`src/hdl/wavp_pkg.sv`:
```
// Shared types, codes and constants of the WAV header parser.
`timescale 1ns / 1ps

package wavp_pkg;

	localparam int RATE_W  = 20;
	localparam int COUNT_W = 31;

	localparam logic [RATE_W-1:0] RATE_RESET = RATE_W'(44100);

	localparam logic [31:0] TAG_RIFF = 32'h4646_4952;
	localparam logic [31:0] TAG_WAVE = 32'h4556_4157;
	localparam logic [31:0] TAG_FMT  = 32'h2074_6D66;
	localparam logic [31:0] TAG_DATA = 32'h6174_6164;

	localparam logic [31:0] FMT_SIZE     = 32'd16;
	localparam logic [15:0] FMT_PCM      = 16'd1;
	localparam logic [15:0] MONO         = 16'd1;
	localparam logic [15:0] BLOCK_ALIGN  = 16'd2;
	localparam logic [15:0] SAMPLE_BITS  = 16'd16;

	localparam logic [1:0] KIND_SAMPLE = 2'd0;
	localparam logic [1:0] KIND_HEADER = 2'd1;
	localparam logic [1:0] KIND_ERROR  = 2'd2;

	localparam logic [3:0] ERR_NOT_RIFF  = 4'd0;
	localparam logic [3:0] ERR_NOT_WAVE  = 4'd1;
	localparam logic [3:0] ERR_NO_FMT    = 4'd2;
	localparam logic [3:0] ERR_FMT_SIZE  = 4'd3;
	localparam logic [3:0] ERR_NOT_PCM   = 4'd4;
	localparam logic [3:0] ERR_CHANNELS  = 4'd5;
	localparam logic [3:0] ERR_RATE      = 4'd6;
	localparam logic [3:0] ERR_BITS      = 4'd7;
	localparam logic [3:0] ERR_ALIGN     = 4'd8;
	localparam logic [3:0] ERR_TRUNCATED = 4'd9;

	typedef enum logic [3:0] {
		PH_RIFF  = 4'd0,
		PH_FSIZE = 4'd1,
		PH_WAVE  = 4'd2,
		PH_FMT   = 4'd3,
		PH_FMTSZ = 4'd4,
		PH_CODE  = 4'd5,
		PH_CHAN  = 4'd6,
		PH_RATE  = 4'd7,
		PH_AVG   = 4'd8,
		PH_ALIGN = 4'd9,
		PH_BITS  = 4'd10,
		PH_TAG   = 4'd11,
		PH_SIZE  = 4'd12,
		PH_SKIP  = 4'd13,
		PH_SAMP  = 4'd14,
		PH_IDLE  = 4'd15
	} phase_t;

	typedef struct packed {
		logic               valid;
		logic [1:0]         kind;
		logic [15:0]        sample;
		logic [COUNT_W-1:0] sample_count;
		logic [3:0]         error_code;
		logic               last;
	} result_t;

endpackage

```
`src/hdl/wav_header_pcm_parser.sv`:
```
// Path: input register, combinational parser, then the result register.
// Throughput: one byte item per cycle while byte_stall is low; the parse stage
// and the result register advance together whenever the result register is empty
// or being taken. Reset (arst_n low) clears the parse state, the input valid flag
// and the result register at once and sets the expected sample rate to 44100.
`timescale 1ns / 1ps

module wav_header_pcm_parser import wavp_pkg::*; (
	input  logic               clk,
	input  logic               arst_n,
	input  logic               cfg_we,
	input  logic [RATE_W-1:0]  cfg_data,
	input  logic               byte_valid,
	output logic               byte_stall,
	input  logic [7:0]         in_byte,
	input  logic               end_of_file,
	output logic               result_valid,
	input  logic               result_stall,
	output logic [1:0]         kind,
	output logic [15:0]        sample,
	output logic [COUNT_W-1:0] sample_count,
	output logic [3:0]         error_code,
	output logic               last
);

	logic [RATE_W-1:0] rate_q;
	logic              valid_s1;
	logic [7:0]        byte_s1;
	logic              eof_s1;
	logic              advance;
	logic              step;
	result_t           res;
	result_t           res_s2;

	assign advance    = !res_s2.valid || !result_stall;
	assign byte_stall = valid_s1 && !advance;
	assign step       = valid_s1 && advance;

	always_ff @(posedge clk or negedge arst_n) begin
		if (!arst_n) begin
			rate_q <= RATE_RESET;
		end else if (cfg_we) begin
			rate_q <= cfg_data;
		end
	end

	always_ff @(posedge clk or negedge arst_n) begin
		if (!arst_n) begin
			valid_s1 <= 1'b0;
		end else if (!byte_stall) begin
			valid_s1 <= byte_valid;
		end
	end

	always_ff @(posedge clk) begin
		if (!byte_stall && byte_valid) begin
			byte_s1 <= in_byte;
			eof_s1  <= end_of_file;
		end
	end

	wavp_parser u_parser (
		.clk          (clk),
		.arst_n       (arst_n),
		.step         (step),
		.in_byte      (byte_s1),
		.end_of_file  (eof_s1),
		.expected_rate(rate_q),
		.res          (res)
	);

	always_ff @(posedge clk or negedge arst_n) begin
		if (!arst_n) begin
			res_s2 <= '0;
		end else if (advance) begin
			if (step && res.valid) begin
				res_s2 <= res;
			end else begin
				res_s2.valid <= 1'b0;
			end
		end
	end

	assign result_valid = res_s2.valid;
	assign kind         = res_s2.kind;
	assign sample       = res_s2.sample;
	assign sample_count = res_s2.sample_count;
	assign error_code   = res_s2.error_code;
	assign last         = res_s2.last;

endmodule

```
`src/hdl/wavp_parser.sv`:
```
// Byte-serial header state machine and sample assembler of the WAV parser.
`timescale 1ns / 1ps

module wavp_parser import wavp_pkg::*; (
	input  logic              clk,
	input  logic              arst_n,
	input  logic              step,
	input  logic [7:0]        in_byte,
	input  logic              end_of_file,
	input  logic [RATE_W-1:0] expected_rate,
	output result_t           res
);

	phase_t      phase_q, phase_n;
	logic [1:0]  idx_q, idx_n;
	logic [31:0] asm_q, asm_n;
	logic [31:0] rem_q, rem_n;
	logic [7:0]  low_q, low_n;
	logic [15:0] half;
	logic        end4, end2;
	logic [31:0] rem_dec;

	always_ff @(posedge clk or negedge arst_n) begin
		if (!arst_n) begin
			phase_q <= PH_RIFF;
			idx_q   <= '0;
			asm_q   <= '0;
			rem_q   <= '0;
			low_q   <= '0;
		end else if (step) begin
			phase_q <= phase_n;
			idx_q   <= idx_n;
			asm_q   <= asm_n;
			rem_q   <= rem_n;
			low_q   <= low_n;
		end
	end

	always_comb begin
		phase_n = phase_q;
		idx_n   = idx_q;
		rem_n   = rem_q;
		low_n   = low_q;
		res     = '0;
		rem_dec = rem_q - 32'd1;

		// Bytes shift in from the top, so a finished field is little-endian.
		asm_n = (phase_q != PH_IDLE) ? {in_byte, asm_q[31:8]} : asm_q;
		half  = asm_n[31:16];

		end4 = (idx_q == 2'd3);
		end2 = idx_q[0] | idx_q[1];

		case (phase_q)
			PH_RIFF, PH_FSIZE, PH_WAVE, PH_FMT, PH_FMTSZ, PH_RATE, PH_AVG, PH_TAG,
			PH_SIZE: begin
				idx_n = end4 ? 2'd0 : idx_q + 2'd1;
			end
			PH_CODE, PH_CHAN, PH_ALIGN, PH_BITS: begin
				idx_n = end2 ? 2'd0 : idx_q + 2'd1;
			end
			default: begin
			end
		endcase

		case (phase_q)
			PH_RIFF: begin
				if (end4) begin
					if (asm_n != TAG_RIFF) begin
						phase_n = PH_IDLE;
						res = '{1'b1, KIND_ERROR, 16'd0, '0, ERR_NOT_RIFF, 1'b1};
					end else begin
						phase_n = PH_FSIZE;
					end
				end
			end
			PH_FSIZE: begin
				if (end4) phase_n = PH_WAVE;
			end
			PH_WAVE: begin
				if (end4) begin
					if (asm_n != TAG_WAVE) begin
						phase_n = PH_IDLE;
						res = '{1'b1, KIND_ERROR, 16'd0, '0, ERR_NOT_WAVE, 1'b1};
					end else begin
						phase_n = PH_FMT;
					end
				end
			end
			PH_FMT: begin
				if (end4) begin
					if (asm_n != TAG_FMT) begin
						phase_n = PH_IDLE;
						res = '{1'b1, KIND_ERROR, 16'd0, '0, ERR_NO_FMT, 1'b1};
					end else begin
						phase_n = PH_FMTSZ;
					end
				end
			end
			PH_FMTSZ: begin
				if (end4) begin
					if (asm_n != FMT_SIZE) begin
						phase_n = PH_IDLE;
						res = '{1'b1, KIND_ERROR, 16'd0, '0, ERR_FMT_SIZE, 1'b1};
					end else begin
						phase_n = PH_CODE;
					end
				end
			end
			PH_CODE: begin
				if (end2) begin
					if (half != FMT_PCM) begin
						phase_n = PH_IDLE;
						res = '{1'b1, KIND_ERROR, 16'd0, '0, ERR_NOT_PCM, 1'b1};
					end else begin
						phase_n = PH_CHAN;
					end
				end
			end
			PH_CHAN: begin
				if (end2) begin
					if (half != MONO) begin
						phase_n = PH_IDLE;
						res = '{1'b1, KIND_ERROR, 16'd0, '0, ERR_CHANNELS, 1'b1};
					end else begin
						phase_n = PH_RATE;
					end
				end
			end
			PH_RATE: begin
				if (end4) begin
					if (asm_n != 32'(expected_rate)) begin
						phase_n = PH_IDLE;
						res = '{1'b1, KIND_ERROR, 16'd0, '0, ERR_RATE, 1'b1};
					end else begin
						phase_n = PH_AVG;
					end
				end
			end
			PH_AVG: begin
				if (end4) phase_n = PH_ALIGN;
			end
			PH_ALIGN: begin
				if (end2) begin
					if (half != BLOCK_ALIGN) begin
						phase_n = PH_IDLE;
						res = '{1'b1, KIND_ERROR, 16'd0, '0, ERR_ALIGN, 1'b1};
					end else begin
						phase_n = PH_BITS;
					end
				end
			end
			PH_BITS: begin
				if (end2) begin
					if (half != SAMPLE_BITS) begin
						phase_n = PH_IDLE;
						res = '{1'b1, KIND_ERROR, 16'd0, '0, ERR_BITS, 1'b1};
					end else begin
						phase_n = PH_TAG;
					end
				end
			end
			PH_TAG: begin
				// The low byte register doubles as the "this chunk is data" flag here.
				if (end4) begin
					low_n   = (asm_n == TAG_DATA) ? 8'd1 : 8'd0;
					phase_n = PH_SIZE;
				end
			end
			PH_SIZE: begin
				if (end4) begin
					if (low_q != 8'd0) begin
						low_n = 8'd0;
						rem_n = {1'b0, asm_n[31:1]};
						res   = '{1'b1, KIND_HEADER, 16'd0, asm_n[31:1], 4'd0, 1'b0};
						phase_n = (asm_n[31:1] != '0) ? PH_SAMP : PH_IDLE;
					end else begin
						rem_n   = asm_n;
						phase_n = (asm_n != 32'd0) ? PH_SKIP : PH_TAG;
					end
				end
			end
			PH_SKIP: begin
				rem_n = rem_dec;
				if (rem_dec == 32'd0) phase_n = PH_TAG;
			end
			PH_SAMP: begin
				if (!idx_q[0]) begin
					low_n = in_byte;
					idx_n = 2'd1;
				end else begin
					idx_n = 2'd0;
					rem_n = rem_dec;
					res = '{1'b1, KIND_SAMPLE, {in_byte, low_q}, '0, 4'd0,
						rem_dec == 32'd0};
					if (rem_dec == 32'd0) phase_n = PH_IDLE;
				end
			end
			default: begin
			end
		endcase

		// End of file overrides any result unless the file was already finished.
		if (end_of_file) begin
			if (phase_n != PH_IDLE) begin
				res = '{1'b1, KIND_ERROR, 16'd0, '0, ERR_TRUNCATED, 1'b1};
			end
			phase_n = PH_RIFF;
			idx_n   = '0;
			asm_n   = '0;
			rem_n   = '0;
			low_n   = '0;
		end
	end

endmodule

```
`config.mk`:
```
export PLATFORM = sky130hd
export DESIGN_NAME = wav_header_pcm_parser
export DESIGN_NICKNAME = d
export VERILOG_FILES = /design/src/hdl/wavp_pkg.sv /design/src/hdl/wav_header_pcm_parser.sv /design/src/hdl/wavp_parser.sv
export SDC_FILE = /design/constraint.sdc
export NUM_CORES = 1
export LEC_CHECK = 0
export BUFFER_PORTS_ARGS = -buffer_cell sky130_fd_sc_hd__buf_2
export CAP_MARGIN = 20
export CORE_MARGIN = 1.5
export CORE_UTILIZATION = 55
export DETAILED_ROUTE_END_ITERATION = 12
export PLACE_DENSITY_LB_ADDON = 0.3
export SETUP_SLACK_MARGIN = 0.2
export SLEW_MARGIN = 10
export SYNTH_ARGS = -nofsm -noshare
export SYNTH_HDL_FRONTEND = slang
export SYNTH_SLANG_ARGS = --single-unit
```
`constraint.sdc`:
```
create_clock -name clk -period 4.36 [get_ports clk]
set_input_delay 0.218 -clock clk [delete_from_list [all_inputs] [get_ports clk]]
set_output_delay 0.218 -clock clk [all_outputs]
set_load 0.1 [all_outputs]
```
---- Word-level counts from Yosys, hierarchy flattened ----
Index checks and enable logic that the tools add are counted.
storage, ports and cells
  bits in registers ....................... 163
  output and inout port bits .............. 56
operators by class
  add/subtract/negate cells ............... 2
  eq/ne operators ......................... 31
  muxes and demuxes ....................... 75
  bitwise operators ....................... 1
  reduce and logical (&&, ||, !) cells .... 23
operators by type and width
  cell                                                      number
  two-way mux 55 bit                                        23
  case mux 55 bit (11 select lines)                         1
  two-way mux 32 bit                                        6
  two-way mux 4 bit                                         24
  case mux 32 bit (3 select lines)                          1
  inequality test 32 x 31 -> 1 bit (second input constant)  2
  case mux 4 bit (15 select lines)                          1
  two-way mux 8 bit                                         5
  == test 32 x 31 -> 1 bit (second input constant)          1
  zero test 32 bit                                          1
  inequality test 32 x 20 -> 1 bit                          1
  inequality test 32 x 30 -> 1 bit (second input constant)  1
  inequality test 32 x 5 -> 1 bit (second input constant)   1
  nonzero test 32 bit                                       1
  subtractor 32 x 1 -> 32 bit (second input constant)       1
  nonzero test 31 bit                                       1
  == test 4 bit (second input constant)                     7
  case mux 8 bit (3 select lines)                           1
  == test 4 x 3 -> 1 bit (second input constant)            4
  inequality test 16 x 1 -> 1 bit (second input constant)   1
  inequality test 16 x 2 -> 1 bit (second input constant)   1
  inequality test 16 x 5 -> 1 bit (second input constant)   1
  two-way mux 3 bit                                         4
  inequality test 3 x 2 -> 1 bit (second input constant)    4
  21 further kinds                                          38

---- Depth between registers and ports, before layout ----
Gate-level depths: netlist of the first run.
  depth after elaboration ................. 12
  gate-level depth with buffers ........... 15
  gate-level depth less buffers ........... 12

---- Modules after synthesis ----
Synthesis of the first run repeated with hierarchy kept, for this count alone.
second synthesis, totals
  cells, all modules ...................... 1215
  area, all modules ....................... 10864.2 sq um
by module, submodules not included
  module                 times used  cells each  area an instance (sq um)  sequential area each (sq um)
  wavp_parser            1           1040        7737.4                    1951.9
  wav_header_pcm_parser  1           175         3126.7                    2179.6

---- Least setup slack after synthesis of the first run ----
OpenSTA, ideal clock, no wires.
  path type ............................... register -> register
  start ................................... register u_parser.rem_q[0]
  end ..................................... register res_s2 (netlist bit sample_count[18])
  arrival time ............................ 3367 ps
  setup slack ............................. 871 ps
  stages on the path, launching flop included .. 15
  buffers on the path ..................... 3
  period minus slack after synthesis ...... 3489 ps
  path through ............................ dfrtp_1 -> inv_1 -> ha_1 -> clkbuf_1 -> nor4b_1 -> and3_1 -> xnor2_1 -> nor4b_1 -> nand3_2 -> a211o_1 -> o31ai_4 -> nor3_2 -> buf_6 -> buf_6 -> a22o_1
between the ends
  word-level cells in the longest chain between the ends .. 10
  elaborated cells on any way between the ends .. 11
RTL lines
  element                               RTL line                                text
  from (decl)                           wavp_parser.sv:17                       logic [31:0] rem_q, rem_n;
  from (signal assigned)                wavp_parser.sv:34                       rem_q <= rem_n;
  subtractor 32 x 1 -> 32 bit *         wavp_parser.sv:45                       rem_dec = rem_q - 32'd1;
  zero test 32 bit *                    wavp_parser.sv:185, wavp_parser.sv:196
  two-way mux 4 bit                     wavp_parser.sv:196                      if (rem_dec == 32'd0) phase_n = PH_IDLE;
  two-way mux 4 bit                     wavp_parser.sv:188                      if (!idx_q[0]) begin
  case mux 4 bit (15 select lines) *    wavp_parser.sv:66                       case (phase_q)
  inequality test 4 bit *               wavp_parser.sv:205                      if (phase_n != PH_IDLE) begin
  two-way mux 55 bit *                  wavp_parser.sv:205
  two-way mux 55 bit *                  wavp_parser.sv:204                      if (end_of_file) begin
  logical AND 1 bit                     wav_header_pcm_parser.sv:76             if (step && res.valid) begin
  AND reduction 2 bit (no source line)  --
  to (signal assigned)                  wav_header_pcm_parser.sv:77             res_s2 <= res;
  to (decl)                             wav_header_pcm_parser.sv:33             result_t res_s2;
Every way passes the cells marked *; elsewhere a longest branch is shown, timed or not.
A chain may end at the register's enable or synchronous reset.

---- Final worst setup path of the first run ----
  start ................................... register u_parser.phase_q[2]
  end ..................................... register res_s2 (netlist bit last)
between the ends
  word-level cells in the longest chain between the ends .. 12
  elaborated cells on any way between the ends .. 80
RTL lines
  element                                                     RTL line                                text
  from (decl)                                                 wavp_parser.sv:14                       phase_t phase_q, phase_n;
  from (signal assigned)                                      wavp_parser.sv:31                       phase_q <= phase_n;
  inequality test 4 bit                                       wavp_parser.sv:48                       asm_n = (phase_q != PH_IDLE) ? {in_byte, asm_q[31:8]} : asm_q;
  two-way mux 32 bit                                          wavp_parser.sv:48
  nonzero test 32 bit or nonzero test 31 bit (tied branches)  wavp_parser.sv:179, wavp_parser.sv:176
  two-way mux 3 bit or two-way mux 1 bit (tied branches)      wavp_parser.sv:179, wavp_parser.sv:176
  two-way mux 4 bit                                           wavp_parser.sv:172                      if (low_q != 8'd0) begin
  two-way mux 4 bit                                           wavp_parser.sv:171                      if (end4) begin
  case mux 4 bit (15 select lines)                            wavp_parser.sv:66
  inequality test 4 bit                                       wavp_parser.sv:205
  two-way mux 55 bit                                          wavp_parser.sv:205
  two-way mux 55 bit *                                        wavp_parser.sv:204
  logical AND 1 bit                                           wav_header_pcm_parser.sv:76
  AND reduction 2 bit (no source line)                        --
Marked as above.

==> impl_metrics.env, run 1 <==
export IMPL_yosys_top_cells_area="dfrtp_1 35%, nand2_1 5.9%, o21ai_0 4.6%, a22o_1 4.3%, nor2_1 3.8%"
export IMPL_cp_num_buf_inv=4
export IMPL_dr_pass1_iters=8
export IMPL_period_minus_slack_ps=4010
export IMPL_synth_cells=1239
export IMPL_tightest_slew_ps=876
export IMPL_drive_above_1_share_pct=19.8
export IMPL_place_congestion=1.02
export IMPL_reg2reg_to="last"
export IMPL_clock_latency_ps=440
export IMPL_grt_antenna_before_repair=0
export IMPL_final_setup_worst_slack_ps=353
export IMPL_power_total_uw=5310
export IMPL_slowest_stage="nand4_1"
export IMPL_seq_area_mm2=0.00413
export IMPL_overflow=0
export IMPL_maxCapViolations=0
export IMPL_cp_end_kind="flop"
export IMPL_fin_tns_setup_ps=0
export IMPL_cts_path_max_buffers=2
export IMPL_rsz0062_at_grt="no"
export IMPL_hp_class="in2reg"
export IMPL_cpPeakStageDelay_ps=480
export IMPL_synth_seq_cells=163
export IMPL_mostFrequentLayoutCell="nand2_1"
export IMPL_slew_viol_final=0
export IMPL_p_int_uw=3080
export IMPL_switching_share_pct=42.1
export IMPL_drtIter0Drc=1260
export IMPL_start_util_pct=56.1
export IMPL_syn_nets=1278
export IMPL_pin_count=90
export IMPL_synth_distinct_cells=87
export IMPL_cts_max_level=4
export IMPL_synth_area_mm2=0.0105
export IMPL_crit_family="compound AO/OA/AOI/OAI gates"
export IMPL_dpl_cell_count=1529
export IMPL_portBuffers=89
export IMPL_postCtsSetupBuffers=0
export IMPL_final_cells=1580
export IMPL_rows=50
export IMPL_wirelength_um=36400
export IMPL_hold_viol_final=0
export IMPL_synth_top_cell_area_share_pct=35.2
export IMPL_startpoint_type="flop"
export IMPL_finalNetCount=1372
export IMPL_dp_hpwl_um=25600
export IMPL_dieArea_mm2=0.0200
export IMPL_whs_path_depth=3
export IMPL_drtAntennaViolNets=0
export IMPL_n_fill_cell=1566
export IMPL_drc_errors=0
export IMPL_p_per_area_mw_per_mm2=432
export IMPL_crit_type="reg2reg"
export IMPL_cts_tree="done"
export IMPL_multi_input_area_mm2=0.00584
export IMPL_status="finished, final reports clean"
export IMPL_wire_per_inst_um=23.0
export IMPL_synth_top_cell_by_area="dfrtp_1"
export IMPL_critPathMostFrequentCell="buf_4"
export IMPL_die_width_um=141
export IMPL_seq_area_frac_synth_pct=39.2
export IMPL_pwr_share_seq_pct=35.4
export IMPL_regToRegStartpoint="u_parser.phase_q[2]"
export IMPL_grt_usage_pct=37.5
export IMPL_whs_endpoint="rate_q[12]"
export IMPL_core_mm2=0.0188
export IMPL_syn_avg_cell_area_um2=8.50
export IMPL_grt_pass1_vias=10495
export IMPL_place_ws_ps=419
export IMPL_numClockSinks=163
export IMPL_power_switching_uw=2240
export IMPL_vias=10830
export IMPL_min_from="cfg_data[12]"
export IMPL_cp_data_arrival_time_ps=4330
export IMPL_irDropWorstVdd_v=0.000255
export IMPL_required_ps=4680
export IMPL_period_share_pct=91.9
export IMPL_root_buffer="clkbuf_16"
export IMPL_area_growth_pct=17.0
export IMPL_layout_common_cells="166 x nand2_1, 148 x dfrtp_1, 106 x nor2_1, 95 x o21ai_0, 88 x buf_2"
export IMPL_synth_ff_type="dfrtp_1"
export IMPL_via_per_inst=6.85
export IMPL_grt_pass1_wl_um=58400
export IMPL_clkTransAtPathRegs_ps=80
export IMPL_cp_max_fo=18
export IMPL_pwr_share_clk_pct=29.9
export IMPL_crit_chain="nand4_1, buf_4, mux2i_1, o2bb2ai_1, a211o_1, nor4_1, buf_4, a211o_1, a32oi_1, o31ai_4, buf_4, or3_1, buf_12, o32a_1"
export IMPL_setup_viol=0
export IMPL_p_leak_uw=0.00536
export IMPL_fmax_mhz=250
export IMPL_reg2reg_slack_ps=350
export IMPL_async_reset_ff_share_pct=94.5
export IMPL_timing_slew_headroom_pct=41.5
export IMPL_synth_edf_count=9
export IMPL_combPwrFrac_pct=34.7
export IMPL_ys_warn_count=0
export IMPL_r2r_cells=14
export IMPL_n_antenna_cell=0
export IMPL_die_h_um=141
export IMPL_skew_ps=15.4
export IMPL_numCtsBuffers=17
export IMPL_grt_start_max_net_pins=78
==> cell usage after synthesis (all sizes together), types with 16 or more instances <==
library cell	count
nand4	22
nor2	108
buf	35
a22o	52
clkbuf	79
dfrtp	148
nor4	36
mux2i	18
o21ai	100
o211ai	17
nand3	40
a21oi	63
o31ai	16
a211oi	17
a32o	26
a31oi	17
inv	30
nand2	167
xnor2	17
nor3	34
==> layout make-up <==
type	count	share of cell area [%]
clock inverter	15	1.76
timing repair buffer	189	10.5
multi-input combinational	932	47.4
sequential	163	33.6
clock buffer	17	3.45
tap	234	2.38
inverter	30	0.915
==> state kept, by name, indices dropped and copies added, names as in the netlist <==
signal	count
u_parser.asm_q	32
result_valid	1
sample_count	31
u_parser.idx_q	2
eof_s1	1
kind	2
valid_s1	1
rate_q	20
u_parser.phase_q	4
u_parser.low_q	8
last	1
sample	16
error_code	4
u_parser.rem_q	32
byte_s1	8
==> power groups by stage <==
| stage | Combinational, uW | Sequential, uW | Clock (uW) |
|---|---|---|---|
| final | 1850 | 1880 | 1590 |
| after global routing | 1980 | 1890 | 1660 |
| after CTS | 1790 | 1860 | 1600 |
| after detailed placement | 1770 | 1890 | 0 |
| after global placement | 1750 | 1890 | 0 |
| after floorplan | 1150 | 1880 | 0 |
==> how the worst max path moves through the flow <==
| stage | slack [ps] | cells past startpoint | from | endpoint |
|---|---|---|---|---|
| final | 350 | 14 | u_parser.phase_q[2] | last |
| after global routing | 210 | 12 | u_parser.rem_q[14] | last |
| after CTS | 410 | 12 | u_parser.rem_q[10] | last |
| after detailed placement | 420 | 12 | u_parser.rem_q[10] | last |
| after global placement | 280 | 11 | u_parser.rem_q[2] | sample_count[19] |
| after floorplan | 870 | 14 | u_parser.rem_q[0] | sample_count[18] |
==> routing by layer <==
layer  global-route usage, %  share of wire [%]  vias to the layer above
met5                       0                  0                        -
met4                    19.5                5.1                        0
met3                    7.69                9.3                      146
met2                    57.5                 45                      686
met1                    50.3                 41                     5208
li1                        -                  -                     4790
==> through the flow <==
stage | hold slack [ps] | cell area (um^2) | util [%]
after floorplan | -77.6 | 10500 | -
after global placement | 302 | 11400 | 61.0
after detailed placement | 307 | 11500 | 61.1
after CTS | 1.18 | 12300 | 65.5
after global routing | 8.39 | 12300 | 65.6
final | 7.54 | 12300 | 65.6
==> worst min-delay path, cell delays in order <==
cell     delay (ps)
buf_2            70
nand2_1          40
o21ai_0          70
==> logic make-up (layout without fill, tap and decap cells) <==
family	after synthesis	count (layout)	synth area share [%]
AND/OR/NAND/NOR	493	493	23.8
multiplexers	30	30	2.99
adder cells (fa/ha/maj)	5	5	0.594
flip-flops	163	163	39.2
XOR/XNOR	28	28	2.33
buffers and inverters	144	251	5.70
AO/OA/AOI/OAI	376	376	25.3
==> timing repair <==
action                     4_1_cts  5_1_grt
setup endpoints to repair        0        8
hold endpoints to repair        89        0
gates resized for setup          0        3
hold buffers                    18        0
(Power assumes the default switching activity.)
==> run 2, diff against run 1 <==
PLACE_DENSITY = 0.72   (was unset)
PLACE_DENSITY_LB_ADDON = unset   (was 0.3)
==> impl_metrics.env, run 2 (synthesis gave the netlist of run 1 again) <==
export IMPL_drtIter0Drc=1322
export IMPL_required_ps=4690
export IMPL_pwr_share_clk_pct=28.7
export IMPL_cpPeakStageDelay_ps=510
export IMPL_period_minus_slack_ps=3930
export IMPL_root_buffer="clkbuf_16"
export IMPL_numCtsBuffers=17
export IMPL_drtAntennaViolNets=0
export IMPL_vias=10767
export IMPL_cp_end_kind="flop"
export IMPL_tightest_slew_ps=775
export IMPL_clock_latency_ps=450
export IMPL_rsz0062_at_grt="no"
export IMPL_die_width_um=141
export IMPL_period_share_pct=90.2
export IMPL_area_growth_pct=17.3
export IMPL_cp_data_arrival_time_ps=4260
export IMPL_cts_path_max_buffers=2
export IMPL_timing_slew_headroom_pct=48.4
export IMPL_dr_pass1_iters=7
export IMPL_mostFrequentLayoutCell="nand2_1"
export IMPL_grt_usage_pct=37.8
export IMPL_pwr_share_seq_pct=36.1
export IMPL_drc_errors=0
export IMPL_place_congestion=1.01
export IMPL_crit_type="reg2reg"
export IMPL_p_per_area_mw_per_mm2=429
export IMPL_maxCapViolations=0
export IMPL_status="finished, final reports clean"
export IMPL_p_leak_uw=0.00538
export IMPL_hold_viol_final=0
export IMPL_setup_viol=0
export IMPL_whs_path_depth=2
export IMPL_slew_viol_final=0
export IMPL_dp_hpwl_um=25800
export IMPL_rows=50
export IMPL_combPwrFrac_pct=35.2
export IMPL_core_mm2=0.0188
export IMPL_wire_per_inst_um=23.5
export IMPL_grt_pass1_wl_um=58300
export IMPL_start_util_pct=56.1
export IMPL_slowest_stage="nor4_4"
export IMPL_crit_chain="nor4_4, nand4_4, buf_4, nor4_4, xor2_1, nor4_2, a21oi_2, nand4_1, a31oi_2, buf_4, or3_1, buf_12, o32a_1"
export IMPL_fin_tns_setup_ps=0
export IMPL_wirelength_um=37300
export IMPL_pin_count=90
export IMPL_grt_antenna_before_repair=0
export IMPL_drive_above_1_share_pct=19.7
export IMPL_via_per_inst=6.80
export IMPL_portBuffers=89
export IMPL_cts_max_level=4
export IMPL_grt_start_max_net_pins=74
export IMPL_cts_tree="done"
export IMPL_layout_common_cells="166 x nand2_1, 148 x dfrtp_1, 106 x nor2_1, 96 x o21ai_0, 89 x buf_2"
export IMPL_switching_share_pct=42.1
export IMPL_hp_class="in2reg"
export IMPL_irDropWorstVdd_v=0.000316
export IMPL_n_fill_cell=1612
export IMPL_numClockSinks=163
export IMPL_finalNetCount=1375
export IMPL_fmax_mhz=254
export IMPL_grt_pass1_vias=10080
export IMPL_power_switching_uw=2230
export IMPL_overflow=0
export IMPL_die_h_um=141
export IMPL_startpoint_type="flop"
export IMPL_cp_max_fo=11
export IMPL_final_setup_worst_slack_ps=429
export IMPL_skew_ps=14.9
export IMPL_clkTransAtPathRegs_ps=70
export IMPL_p_int_uw=3070
export IMPL_place_ws_ps=426
export IMPL_dieArea_mm2=0.0200
export IMPL_r2r_cells=13
export IMPL_n_antenna_cell=0
run 2: critical path, delay by kind of cell, from the launching register on:
family / cells / cell delay, ps
xor gates and xnor gates: 1 / 170
and+or+nand+nor: 6 / 1990
buffers and inverters: 3 / 590
DFF: 1 / 500
AOI/OAI and AO/OA: 3 / 550
run 2: power by group through the flow:
stage | clock (uW) | combinational, uW | sequential, uW
after global placement | 0 | 1760 | 1920
after detailed placement | 0 | 1770 | 1920
after global routing | 1590 | 1990 | 1920
after floorplan | 0 | 1150 | 1880
after CTS | 1520 | 1800 | 1890
final | 1520 | 1860 | 1920
run 2: final timing paths:
path / startpoint / end / slack (ps)
setup / recovery: u_parser.rem_q[12] / last / 430
hold reg to reg: sample_count[16] / sample_count[16] / 480
setup reg to reg: u_parser.rem_q[12] / last / 430
hold / removal: cfg_data[0] / rate_q[0] / 0.9
max in group asynchronous: arst_n / u_parser.low_q[4] / 2940
min in group asynchronous: arst_n / u_parser.rem_q[3] / 360
run 2: per-stage QoR:
stage                     total power, uW  instance area, um^2  instances  hold slack, ps  util, %
after floorplan                      3030                10500       1239           -77.6        -
after global placement               3670                11500       1523             278     61.1
after detailed placement             3680                11500       1524             282     61.2
after CTS                            5210                12300       1579           0.200     65.5
after global routing                 5500                12400       1583            3.18     65.8
final                                5300                12400       1583           0.906     65.8
run 2: layout make-up:
cell class | instances | area, um^2 | share of cell area, %
tap | 234 | 293 | 2.37
sequential | 163 | 4130 | 33.5
clock inverter | 14 | 159 | 1.29
clock buffer | 18 | 429 | 3.47
inverter | 30 | 113 | 0.912
timing repair buffer | 192 | 1380 | 11.2
multi-input combinational | 932 | 5840 | 47.3
run 2: metal layers:
layer	part of all wire, %	vias to the layer above	GRT usage, %
met1	41	5178	52.7
met3	11	114	9.04
li1	-	4791	-
met4	4.1	0	16.0
met2	44	684	56.6
met5	0	-	0
run 2: what timing repair did:
action	CTS	global route
endpoints found under the hold margin	87	0
setup buffers	0	2
resized for setup	0	3
hold buffers	23	0
setup endpoints to repair	0	17
